--- config.mk ---
export PLATFORM = sky130hd
export DESIGN_NAME = adb_bus_pulse_decoder_unit
export DESIGN_NICKNAME = d
export VERILOG_FILES = /design/src/hdl/adbpd_pkg.sv /design/src/hdl/adbpd_cfg.sv /design/src/hdl/adbpd_core.sv /design/src/hdl/adbpd_outbuf.sv /design/src/hdl/adb_bus_pulse_decoder_unit.sv
export SDC_FILE = /design/constraint.sdc
export NUM_CORES = 1
export LEC_CHECK = 0
export ABC_AREA = 1
export BUFFER_PORTS_ARGS = -buffer_cell sky130_fd_sc_hd__buf_2
export CAP_MARGIN = 10
export CELL_PAD_IN_SITES_DETAIL_PLACEMENT = 1
export CELL_PAD_IN_SITES_GLOBAL_PLACEMENT = 1
export CORE_MARGIN = 2
export CORE_UTILIZATION = 42
export CTS_CLUSTER_DIAMETER = 150
export DETAILED_ROUTE_END_ITERATION = 10
export PLACE_DENSITY = 0.77
export SKIP_LAST_GASP = 1
export SLEW_MARGIN = 20
export SYNTH_ARGS = -nofsm -noshare
export SYNTH_HDL_FRONTEND = slang
export SYNTH_SLANG_ARGS = --single-unit
--- constraint.sdc ---
create_clock -name i_clk -period 6 [get_ports i_clk]
set_input_delay 0 -clock i_clk [delete_from_list [all_inputs] [get_ports i_clk]]
set_output_delay 0 -clock i_clk [all_outputs]
set_load 0.01 [all_outputs]
--- src/hdl/adbpd_pkg.sv ---
package adbpd_pkg;

    localparam int DUR_W   = 24;
    localparam int CFG_W   = 24;
    localparam int CIDX_W  = 8;
    localparam int MAX_RES = 3;

    localparam logic [3:0] K_LOW       = 4'd0;
    localparam logic [3:0] K_HIGH      = 4'd1;
    localparam logic [3:0] K_ATTENTION = 4'd2;
    localparam logic [3:0] K_BUS_RESET = 4'd3;
    localparam logic [3:0] K_SRQ       = 4'd4;
    localparam logic [3:0] K_BIT       = 4'd5;
    localparam logic [3:0] K_START     = 4'd6;
    localparam logic [3:0] K_STOP      = 4'd7;
    localparam logic [3:0] K_DATA      = 4'd8;
    localparam logic [3:0] K_CMD_RESET = 4'd9;
    localparam logic [3:0] K_FLUSH     = 4'd10;
    localparam logic [3:0] K_LISTEN    = 4'd11;
    localparam logic [3:0] K_TALK      = 4'd12;
    localparam logic [3:0] K_UNKNOWN   = 4'd13;

    localparam logic [CIDX_W-1:0] REG_SHORT_PULSE = 8'd0;
    localparam logic [CIDX_W-1:0] REG_BIT_CELL    = 8'd1;
    localparam logic [CIDX_W-1:0] REG_ATTENTION   = 8'd2;
    localparam logic [CIDX_W-1:0] REG_BUS_RESET   = 8'd3;

    localparam logic [CFG_W-1:0] RST_SHORT_PULSE = 24'd100;
    localparam logic [CFG_W-1:0] RST_BIT_CELL    = 24'd130;
    localparam logic [CFG_W-1:0] RST_ATTENTION   = 24'd500;
    localparam logic [CFG_W-1:0] RST_BUS_RESET   = 24'd1500;

    localparam logic [3:0]       AWAIT_START = 4'd8;
    localparam logic [DUR_W-1:0] DUR_MAX     = 24'hFFFFFF;

    typedef struct packed {
        logic [CFG_W-1:0] short_pulse;
        logic [CFG_W-1:0] bit_cell;
        logic [CFG_W-1:0] attention;
        logic [CFG_W-1:0] bus_reset;
    } t_cfg;

    typedef struct packed {
        logic [3:0]       kind;
        logic [DUR_W-1:0] duration;
        logic             bit_value;
        logic [7:0]       byte_value;
        logic [3:0]       address;
        logic [1:0]       register_number;
        logic             last;
    } t_result;

    typedef t_result [MAX_RES-1:0] t_result_set;

    typedef struct packed {
        logic       load;
        logic [1:0] count;
    } t_load;

endpackage

--- src/hdl/adbpd_cfg.sv ---
module adbpd_cfg (
    input  logic                           i_clk,
    input  logic                           i_rst_n,
    input  logic                           i_cfg_valid,
    input  logic [adbpd_pkg::CIDX_W-1:0]   i_cfg_index,
    input  logic [adbpd_pkg::CFG_W-1:0]    i_cfg_data,
    output adbpd_pkg::t_cfg                o_cfg
);
    import adbpd_pkg::*;

    t_cfg r_cfg;

    always_ff @(posedge i_clk) begin
        if (!i_rst_n) begin
            r_cfg.short_pulse <= RST_SHORT_PULSE;
            r_cfg.bit_cell    <= RST_BIT_CELL;
            r_cfg.attention   <= RST_ATTENTION;
            r_cfg.bus_reset   <= RST_BUS_RESET;
        end else if (i_cfg_valid) begin
            case (i_cfg_index)
                REG_SHORT_PULSE: r_cfg.short_pulse <= i_cfg_data;
                REG_BIT_CELL:    r_cfg.bit_cell    <= i_cfg_data;
                REG_ATTENTION:   r_cfg.attention   <= i_cfg_data;
                REG_BUS_RESET:   r_cfg.bus_reset   <= i_cfg_data;
                default: ;
            endcase
        end
    end

    assign o_cfg = r_cfg;

endmodule

--- src/hdl/adbpd_core.sv ---
module adbpd_core #(
    parameter int COUNT_WIDTH = 24
) (
    input  logic                    i_clk,
    input  logic                    i_rst_n,
    input  logic                    i_fire,
    input  logic                    i_level,
    input  adbpd_pkg::t_cfg         i_cfg,
    output adbpd_pkg::t_result_set  o_res,
    output logic [1:0]              o_count
);
    import adbpd_pkg::*;

    localparam int EW = ((COUNT_WIDTH > DUR_W) ? COUNT_WIDTH : DUR_W) + 1;
    localparam logic [COUNT_WIDTH-1:0] CMAX = {COUNT_WIDTH{1'b1}};

    logic                   r_synced, n_synced;
    logic                   r_prev;
    logic [COUNT_WIDTH-1:0] r_pc, n_pc;
    logic [COUNT_WIDTH-1:0] r_low, n_low;
    logic [3:0]             r_bit_phase, n_bit_phase;
    logic                   r_attn, n_attn;
    logic [7:0]             r_shift, n_shift;

    logic                   rising, falling, b, low_short;
    logic [COUNT_WIDTH-1:0] pc_inc;
    logic [EW-1:0]          pc_e, low_e, cell_e, cmax_e, dmax_e;
    logic [EW-1:0]          sp_e, bc_e, at_e, br_e;
    logic [DUR_W-1:0]       pc_dur;
    logic [7:0]             shifted;
    logic [3:0]             cmd_kind;
    t_result_set            res;
    logic [1:0]             cnt;

    always_comb begin
        rising  = !r_prev && i_level;
        falling = r_prev && !i_level;
        pc_inc  = (r_pc == CMAX) ? r_pc : r_pc + 1'b1;
        pc_e    = EW'(pc_inc);
        low_e   = EW'(r_low);
        cmax_e  = EW'(CMAX);
        dmax_e  = EW'(DUR_MAX);
        sp_e    = EW'(i_cfg.short_pulse);
        bc_e    = EW'(i_cfg.bit_cell);
        at_e    = EW'(i_cfg.attention);
        br_e    = EW'(i_cfg.bus_reset);
        cell_e  = low_e + pc_e;
        if (cell_e > cmax_e) begin
            cell_e = cmax_e;
        end
        pc_dur    = (pc_e > dmax_e) ? DUR_MAX : pc_e[DUR_W-1:0];
        low_short = low_e < sp_e;
        b         = (r_low > pc_inc) ? 1'b0 : 1'b1;
        shifted   = {r_shift[6:0], b};
        case (shifted[3:0]) inside
            4'd0:            cmd_kind = K_CMD_RESET;
            4'd1:            cmd_kind = K_FLUSH;
            [4'd8:4'd11]:    cmd_kind = K_LISTEN;
            [4'd12:4'd15]:   cmd_kind = K_TALK;
            default:         cmd_kind = K_UNKNOWN;
        endcase
    end

    always_comb begin
        n_synced    = r_synced;
        n_pc        = r_pc;
        n_low       = r_low;
        n_bit_phase = r_bit_phase;
        n_attn      = r_attn;
        n_shift     = r_shift;
        res         = '0;
        cnt         = 2'd0;
        if (!r_synced) begin
            if (falling) begin
                n_synced = 1'b1;
                n_pc     = '0;
            end
        end else begin
            n_pc = pc_inc;
            if (rising) begin
                n_low           = pc_inc;
                n_pc            = '0;
                cnt             = 2'd1;
                res[0].duration = pc_dur;
                if (pc_e < sp_e) begin
                    res[0].kind = K_LOW;
                end else if (pc_e > br_e) begin
                    res[0].kind = K_BUS_RESET;
                end else if (pc_e > at_e) begin
                    res[0].kind = K_ATTENTION;
                    n_attn      = 1'b1;
                end else begin
                    res[0].kind = K_SRQ;
                end
            end else if (falling) begin
                n_pc = '0;
                if (pc_e < sp_e) begin
                    res[0].kind     = K_HIGH;
                    res[0].duration = pc_dur;
                    cnt             = 2'd2;
                    if (cell_e <= bc_e) begin
                        if (r_bit_phase >= AWAIT_START) begin
                            n_bit_phase      = 4'd0;
                            res[1].kind      = K_START;
                            res[1].bit_value = 1'b1;
                        end else begin
                            res[1].kind      = K_BIT;
                            res[1].bit_value = b;
                            n_shift          = shifted;
                            n_bit_phase      = {1'b0, r_bit_phase[2:0] + 3'd1};
                            if (r_bit_phase[2:0] == 3'd7) begin
                                cnt               = 2'd3;
                                res[2].byte_value = shifted;
                                if (r_attn) begin
                                    res[2].kind            = cmd_kind;
                                    res[2].address         = shifted[7:4];
                                    res[2].register_number = shifted[1:0];
                                    n_attn                 = 1'b0;
                                    n_bit_phase            = AWAIT_START;
                                end else begin
                                    res[2].kind = K_DATA;
                                end
                            end
                        end
                    end else if (low_short) begin
                        res[1].kind = K_STOP;
                    end else begin
                        res[1].kind      = K_START;
                        res[1].bit_value = 1'b1;
                        n_bit_phase      = 4'd0;
                    end
                end else if (low_short) begin
                    res[0].kind = K_STOP;
                    cnt         = 2'd1;
                end
            end
        end
        if (cnt != 2'd0) begin
            res[2'(cnt - 2'd1)].last = 1'b1;
        end
    end

    always_ff @(posedge i_clk) begin
        if (!i_rst_n) begin
            r_synced    <= 1'b0;
            r_prev      <= 1'b0;
            r_pc        <= '0;
            r_low       <= '0;
            r_bit_phase <= 4'd0;
            r_attn      <= 1'b0;
            r_shift     <= 8'd0;
        end else if (i_fire) begin
            r_synced    <= n_synced;
            r_prev      <= i_level;
            r_pc        <= n_pc;
            r_low       <= n_low;
            r_bit_phase <= n_bit_phase;
            r_attn      <= n_attn;
            r_shift     <= n_shift;
        end
    end

    assign o_res   = res;
    assign o_count = cnt;

    assert property (@(posedge i_clk) disable iff (!i_rst_n)
        !r_synced |-> (r_pc == '0 && r_bit_phase == 4'd0 && !r_attn))
        else $error("state moved before sync");
    assert property (@(posedge i_clk) disable iff (!i_rst_n)
        r_bit_phase <= AWAIT_START)
        else $error("bit phase out of range");
    assert property (@(posedge i_clk) disable iff (!i_rst_n)
        (cnt != 2'd0) |-> (r_synced && (rising || falling)))
        else $error("events without a line edge");

endmodule

--- src/hdl/adbpd_outbuf.sv ---
module adbpd_outbuf (
    input  logic                    i_clk,
    input  logic                    i_rst_n,
    input  adbpd_pkg::t_load        i_load,
    input  adbpd_pkg::t_result_set  i_res,
    input  logic                    i_stall,
    output logic                    o_free,
    output logic                    o_valid,
    output adbpd_pkg::t_result      o_res
);
    import adbpd_pkg::*;

    t_result_set r_entries;
    logic [1:0]  r_count;
    logic [1:0]  r_rd;
    logic        pop;

    assign pop     = (r_count != 2'd0) && !i_stall;
    assign o_free  = (r_count == 2'd0) || (r_count == 2'd1 && !i_stall);
    assign o_valid = r_count != 2'd0;
    assign o_res   = r_entries[r_rd];

    always_ff @(posedge i_clk) begin
        if (!i_rst_n) begin
            r_count <= 2'd0;
            r_rd    <= 2'd0;
        end else if (i_load.load) begin
            r_count <= i_load.count;
            r_rd    <= 2'd0;
        end else if (pop) begin
            r_count <= r_count - 2'd1;
            r_rd    <= r_rd + 2'd1;
        end
    end

    always_ff @(posedge i_clk) begin
        if (i_load.load) begin
            r_entries <= i_res;
        end
    end

    assert property (@(posedge i_clk) disable iff (!i_rst_n)
        ({1'b0, r_rd} + {1'b0, r_count}) <= 3'd3)
        else $error("read pointer beyond stored requests");
    assert property (@(posedge i_clk) disable iff (!i_rst_n)
        (o_valid && o_res.last) |-> (r_count == 2'd1))
        else $error("last flag not on final request");
    assert property (@(posedge i_clk) disable iff (!i_rst_n)
        i_load.load |-> o_free)
        else $error("load into occupied buffer");

endmodule

--- src/hdl/adb_bus_pulse_decoder_unit.sv ---
// Bus data line pulse decoder.
// Input channel: one line sample per request on i_line_level, i_valid/o_stall.
// Output channel: event requests on o_event_kind and the other o_* fields,
// o_valid/i_stall; o_last marks the final event caused by one sample.
// Config channel: i_cfg_valid/o_cfg_ready (always ready), i_cfg_index 0..3
// selects short pulse, bit cell, attention and bus reset thresholds;
// other indexes are ignored. Write only while the block is idle.
// Path: a sample is held in the input register, and its events are loaded
// into the output register once the event buffer is free.
// Throughput: one sample per cycle while each sample causes at most one
// event and the output is not stalled. A sample causing several events holds
// the input while the single output port drains the event buffer one request per cycle when not stalled.
// Reset: thresholds return to 100, 130, 500 and 1500 ticks, the decoder
// waits for the first falling edge again, and pending events are dropped.
// Output stall: events hold steady, the buffer stops draining and o_stall
// rises once the sample in the input register cannot be processed.
module adb_bus_pulse_decoder_unit #(
    parameter int COUNT_WIDTH = 24
) (
    input  logic                           i_clk,
    input  logic                           i_rst_n,
    input  logic                           i_valid,
    output logic                           o_stall,
    input  logic                           i_line_level,
    output logic                           o_valid,
    input  logic                           i_stall,
    output logic [3:0]                     o_event_kind,
    output logic [adbpd_pkg::DUR_W-1:0]    o_duration,
    output logic                           o_bit_value,
    output logic [7:0]                     o_byte_value,
    output logic [3:0]                     o_device_address,
    output logic [1:0]                     o_register_number,
    output logic                           o_last,
    input  logic                           i_cfg_valid,
    output logic                           o_cfg_ready,
    input  logic [adbpd_pkg::CIDX_W-1:0]   i_cfg_index,
    input  logic [adbpd_pkg::CFG_W-1:0]    i_cfg_data
);
    import adbpd_pkg::*;

    logic        r_in_valid;
    logic        r_level;
    logic        free;
    logic        fire;
    logic [1:0]  count;
    t_cfg        cfg;
    t_result_set res;
    t_result     out_res;
    t_load       load;

    assign fire      = r_in_valid && free;
    assign o_stall   = r_in_valid && !free;
    assign load.load = fire && (count != 2'd0);
    assign load.count = count;
    assign o_cfg_ready = 1'b1;

    always_ff @(posedge i_clk) begin
        if (!i_rst_n) begin
            r_in_valid <= 1'b0;
        end else if (i_valid && !o_stall) begin
            r_in_valid <= 1'b1;
        end else if (fire) begin
            r_in_valid <= 1'b0;
        end
    end

    always_ff @(posedge i_clk) begin
        if (i_valid && !o_stall) begin
            r_level <= i_line_level;
        end
    end

    adbpd_cfg u_cfg (
        .i_clk       (i_clk),
        .i_rst_n     (i_rst_n),
        .i_cfg_valid (i_cfg_valid && o_cfg_ready),
        .i_cfg_index (i_cfg_index),
        .i_cfg_data  (i_cfg_data),
        .o_cfg       (cfg)
    );

    adbpd_core #(
        .COUNT_WIDTH (COUNT_WIDTH)
    ) u_core (
        .i_clk   (i_clk),
        .i_rst_n (i_rst_n),
        .i_fire  (fire),
        .i_level (r_level),
        .i_cfg   (cfg),
        .o_res   (res),
        .o_count (count)
    );

    adbpd_outbuf u_outbuf (
        .i_clk   (i_clk),
        .i_rst_n (i_rst_n),
        .i_load  (load),
        .i_res   (res),
        .i_stall (i_stall),
        .o_free  (free),
        .o_valid (o_valid),
        .o_res   (out_res)
    );

    assign o_event_kind      = out_res.kind;
    assign o_duration        = out_res.duration;
    assign o_bit_value       = out_res.bit_value;
    assign o_byte_value      = out_res.byte_value;
    assign o_device_address  = out_res.address;
    assign o_register_number = out_res.register_number;
    assign o_last            = out_res.last;

endmodule

==> results.py <==
metrics = {
    "run_status": {
        "status": "finished clean",
    },
    "setup_path": {
        "r2r-end": "u_outbuf.r_entries[85]",
        "path_class": "register to register",
        "cp-start-kind": "register",
        "max_stage_delay_ns": 0.34,
        "ff2ff_path_depth": 39,
        "arrival_ns": 5.97,
        "crit_required_ns": 6.25,
        "cp_slowest_cell": "dfxtp_2",
        "crit_path_end_kind": "register",
        "worstPathMaxFanout": 13,
        "r2r-start": "u_core.r_pc[0]",
        "rrSetupSlack_ns": 0.29,
    },
    "logic_synthesis": {
        "ys_seq_area_share_pct": 35.6,
        "synth.ff_latch_count": 216,
        "synthFlopType": "dfxtp_1",
        "synth_cells": 1771,
        "synth_top_area_cell": "dfxtp_1",
        "synth_enable_flop_cells": 53,
        "ys_types": 58,
        "synth_area_leaders": "dfxtp_1, ha_1, edfxtp_1, nand2_1, a21oi_1",
        "ys_warn_count": 0,
        "syn-mean-instance-area_sq_um": 7.69,
        "synth_nets": 1992,
        "synth_area_sq_um": 13600,
        "synthArstFlopShare_pct": 0,
        "synth_top_area_share_pct": 24.0,
    },
    "die": {
        "initial_core_util_pct": 42.9,
        "coreArea_sq_um": 31700,
        "io_pins": 85,
        "row_count": 65,
        "fp.dieW_um": 184,
        "fp.dieH_um": 184,
        "die-area_sq_um": 33900,
    },
    "power": {
        "switching_power_uw": 755,
        "p_int_mw": 2.48,
        "worst_ir_drop_vdd_uv": 170,
        "clkPwrFrac_pct": 48.5,
        "seq_power_share_pct": 46.2,
        "swShare_pct": 23.3,
        "cellPowerDensity_nw_per_um2": 196,
        "p_leak_nw": 7.55,
        "pwr-share-comb_pct": 5.4,
    },
    "layout": {
        "final-instance-count-excl-fill": 2346,
        "drive_gt1_share_pct": 16.4,
        "fillers": 3917,
        "num-nets-final": 2147,
        "final_common_cell": "nand2_1",
        "final_cell_mix": "nand2_1, inv_1, a21oi_1, ha_1, dfxtp_1",
        "areaGrowthSynthToFinish_pct": 21.2,
        "antenna_cells": 0,
    },
    "flow_run": {
        "maxCapViolCount": 0,
    },
    "global_routing": {
        "overflow": 0,
        "grt_max_degree": 115,
        "grt_pass1_vias": 13000,
        "grt_pass1_wl_um": 70000,
        "grt_util_all_layers_pct": 26.3,
        "antenna_found_initial": 0,
    },
    "placement": {
        "hpwl_um": 32600,
        "io_buffers": 83,
        "gp_routability_congestion": 0.919,
        "dpl.cell_count": 2249,
        "post-place-ws_ns": -0.259,
    },
    "cts": {
        "htreeDepth": 1,
        "clock-sinks": 216,
        "clk_latency_ns": 0.54,
        "root_buffer": "clkbuf_16",
        "clk_pin_slew_ns": 0.06,
        "cts_tree": "yes",
        "cts_buffers": 25,
        "clockBufferDepth": 3,
    },
    "min_path": {
        "holdCritStartpoint": "i_cfg_index[1]",
        "hold_end": "u_cfg.o_cfg[76]",
        "holdPathStages": 5,
        "hp-class": "input pin to register",
    },
    "timing": {
        "finClkSkew_ns": 0.00996,
        "finalSetupViolations": 0,
        "max-slew-margin-rel_pct": 20.0,
        "setup_ws_ns": 0.287,
        "fmax_mhz": 175,
        "period_minus_slack_ns": 5.71,
        "maxSlewViolCount": 0,
        "tightestPinTransition_ns": 1.18,
        "final_hold_viol_count": 0,
        "fin_crit_sh_pct": 95.2,
    },
    "detailed_routing": {
        "routedWlPerCell_um": 19.1,
        "drtIter0Drc": 690,
        "drtPass1Iterations": 5,
        "wl_um": 44700,
        "ant_nets": 0,
        "drcViolationCount": 0,
        "num_vias": 12700,
        "vias_per_cell": 5.43,
    },
}
-- state kept, by name (all words and copies together), names as in the netlist --
name,cells
r_in_valid,1
r_level,1
u_cfg.o_cfg,96
u_core.r_attn,1
u_core.r_bit_phase,4
u_core.r_low,24
u_core.r_pc,24
u_core.r_prev,1
u_core.r_shift,7
u_core.r_synced,1
u_outbuf.r_count,2
u_outbuf.r_entries,52
u_outbuf.r_rd,2
-- routing by layer --
| layer | vias up | wire (um) | track usage (%) |
|---|---|---|---|
| li1 | 6233 | - | - |
| met1 | 6194 | 20500 | 35.9 |
| met2 | 240 | 21000 | 44.4 |
| met3 | 71 | 1910 | 2.60 |
| met4 | 0 | 1290 | 7.04 |
| met5 | - | 0 | 0 |
-- worst max-delay path by stage --
stage,from,to,slack (ns),cells past startpoint
2_1_floorplan,u_core.r_pc[0],u_outbuf.r_entries[0],0.06,38
3_3_place_gp,u_core.r_pc[0],u_outbuf.r_entries[20],0.01,38
3_5_place_dp,u_core.r_pc[0],u_outbuf.r_entries[23],-0.26,40
4_1_cts,u_core.r_pc[0],u_outbuf.r_entries[18],0.03,40
5_1_grt,u_core.r_pc[0],u_outbuf.r_entries[44],-0.09,42
6_report,u_core.r_pc[0],u_outbuf.r_entries[85],0.29,39
-- Yosys cell counts, types with 6 or more instances --
cell,instances
ha_1,182
edfxtp_1,53
nor2_1,156
nor2_4,6
nand3_1,44
o211ai_1,48
dfxtp_1,163
nand4_1,18
nand2_2,14
nor4_1,10
xor2_1,23
o21ai_0,117
xnor2_1,8
a211oi_1,6
nand2_1,309
inv_1,246
a21oi_1,211
nor3_1,30
clkbuf_1,49
-- power groups by stage --
| stage | registers, mW | clock network [mW] | logic [mW] |
|---|---|---|---|
| after detailed placement | 1.53 | 0 | 0.152 |
| after global placement | 1.53 | 0 | 0.147 |
| after floorplan | 1.53 | 0 | 0.0913 |
| after global routing | 1.50 | 1.65 | 0.196 |
| final | 1.50 | 1.57 | 0.174 |
| after CTS | 1.49 | 1.60 | 0.169 |
-- worst max-delay path: cells and delay by family (launching register included) --
kind	cells	cell delay, ns
adders and majority gates	3	0.84
DFF	1	0.34
xor gates and xnor gates	1	0.23
AOI/OAI and AO/OA	5	0.87
buffers and inverters	7	0.90
and+or+nand+nor	23	2.25
-- area by class of cell --
class	count	area [sq um]	area share (%)
multi-input combinational	1244	7960	48.2
sequential	216	4860	29.4
timing repair buffer	186	1380	8.37
inverter	253	971	5.88
clock buffer	33	686	4.15
tap	402	503	3.05
clock inverter	12	151	0.917
-- cells by family after synthesis --
logic type      synth area share [%]
compound gates                  17.4
xor+xnor                        2.23
fa+ha+maj                       16.9
buf+inv                         8.72
flops                           35.6
other cells                   0.0275
simple gates                    19.1
-- what timing repair did --
item | CTS | global route
endpoints found under the hold margin | 104 | 0
gates cloned | 1 | 4
endpoints found under the setup margin | 65 | 90
gates resized for setup | 17 | 79
setup buffers | 6 | 10
hold buffers | 30 | 0
pin swaps | 3 | 15
-- through the flow --
stage	utilization (%)	hold WS (ns)	power, mW	instance area [sq um]	TNS [ns]
global placement	46.4	0.177	1.67	14700	0
detailed placement	46.4	0.181	1.68	14700	-13.56
finish	52.1	0.159	3.24	16500	0
CTS	50.5	0.145	3.26	16000	0
global route	52.1	0.191	3.34	16500	-3.91
floorplan	-	0.0989	1.62	13600	0
Power figures use the tool's default switching activity.
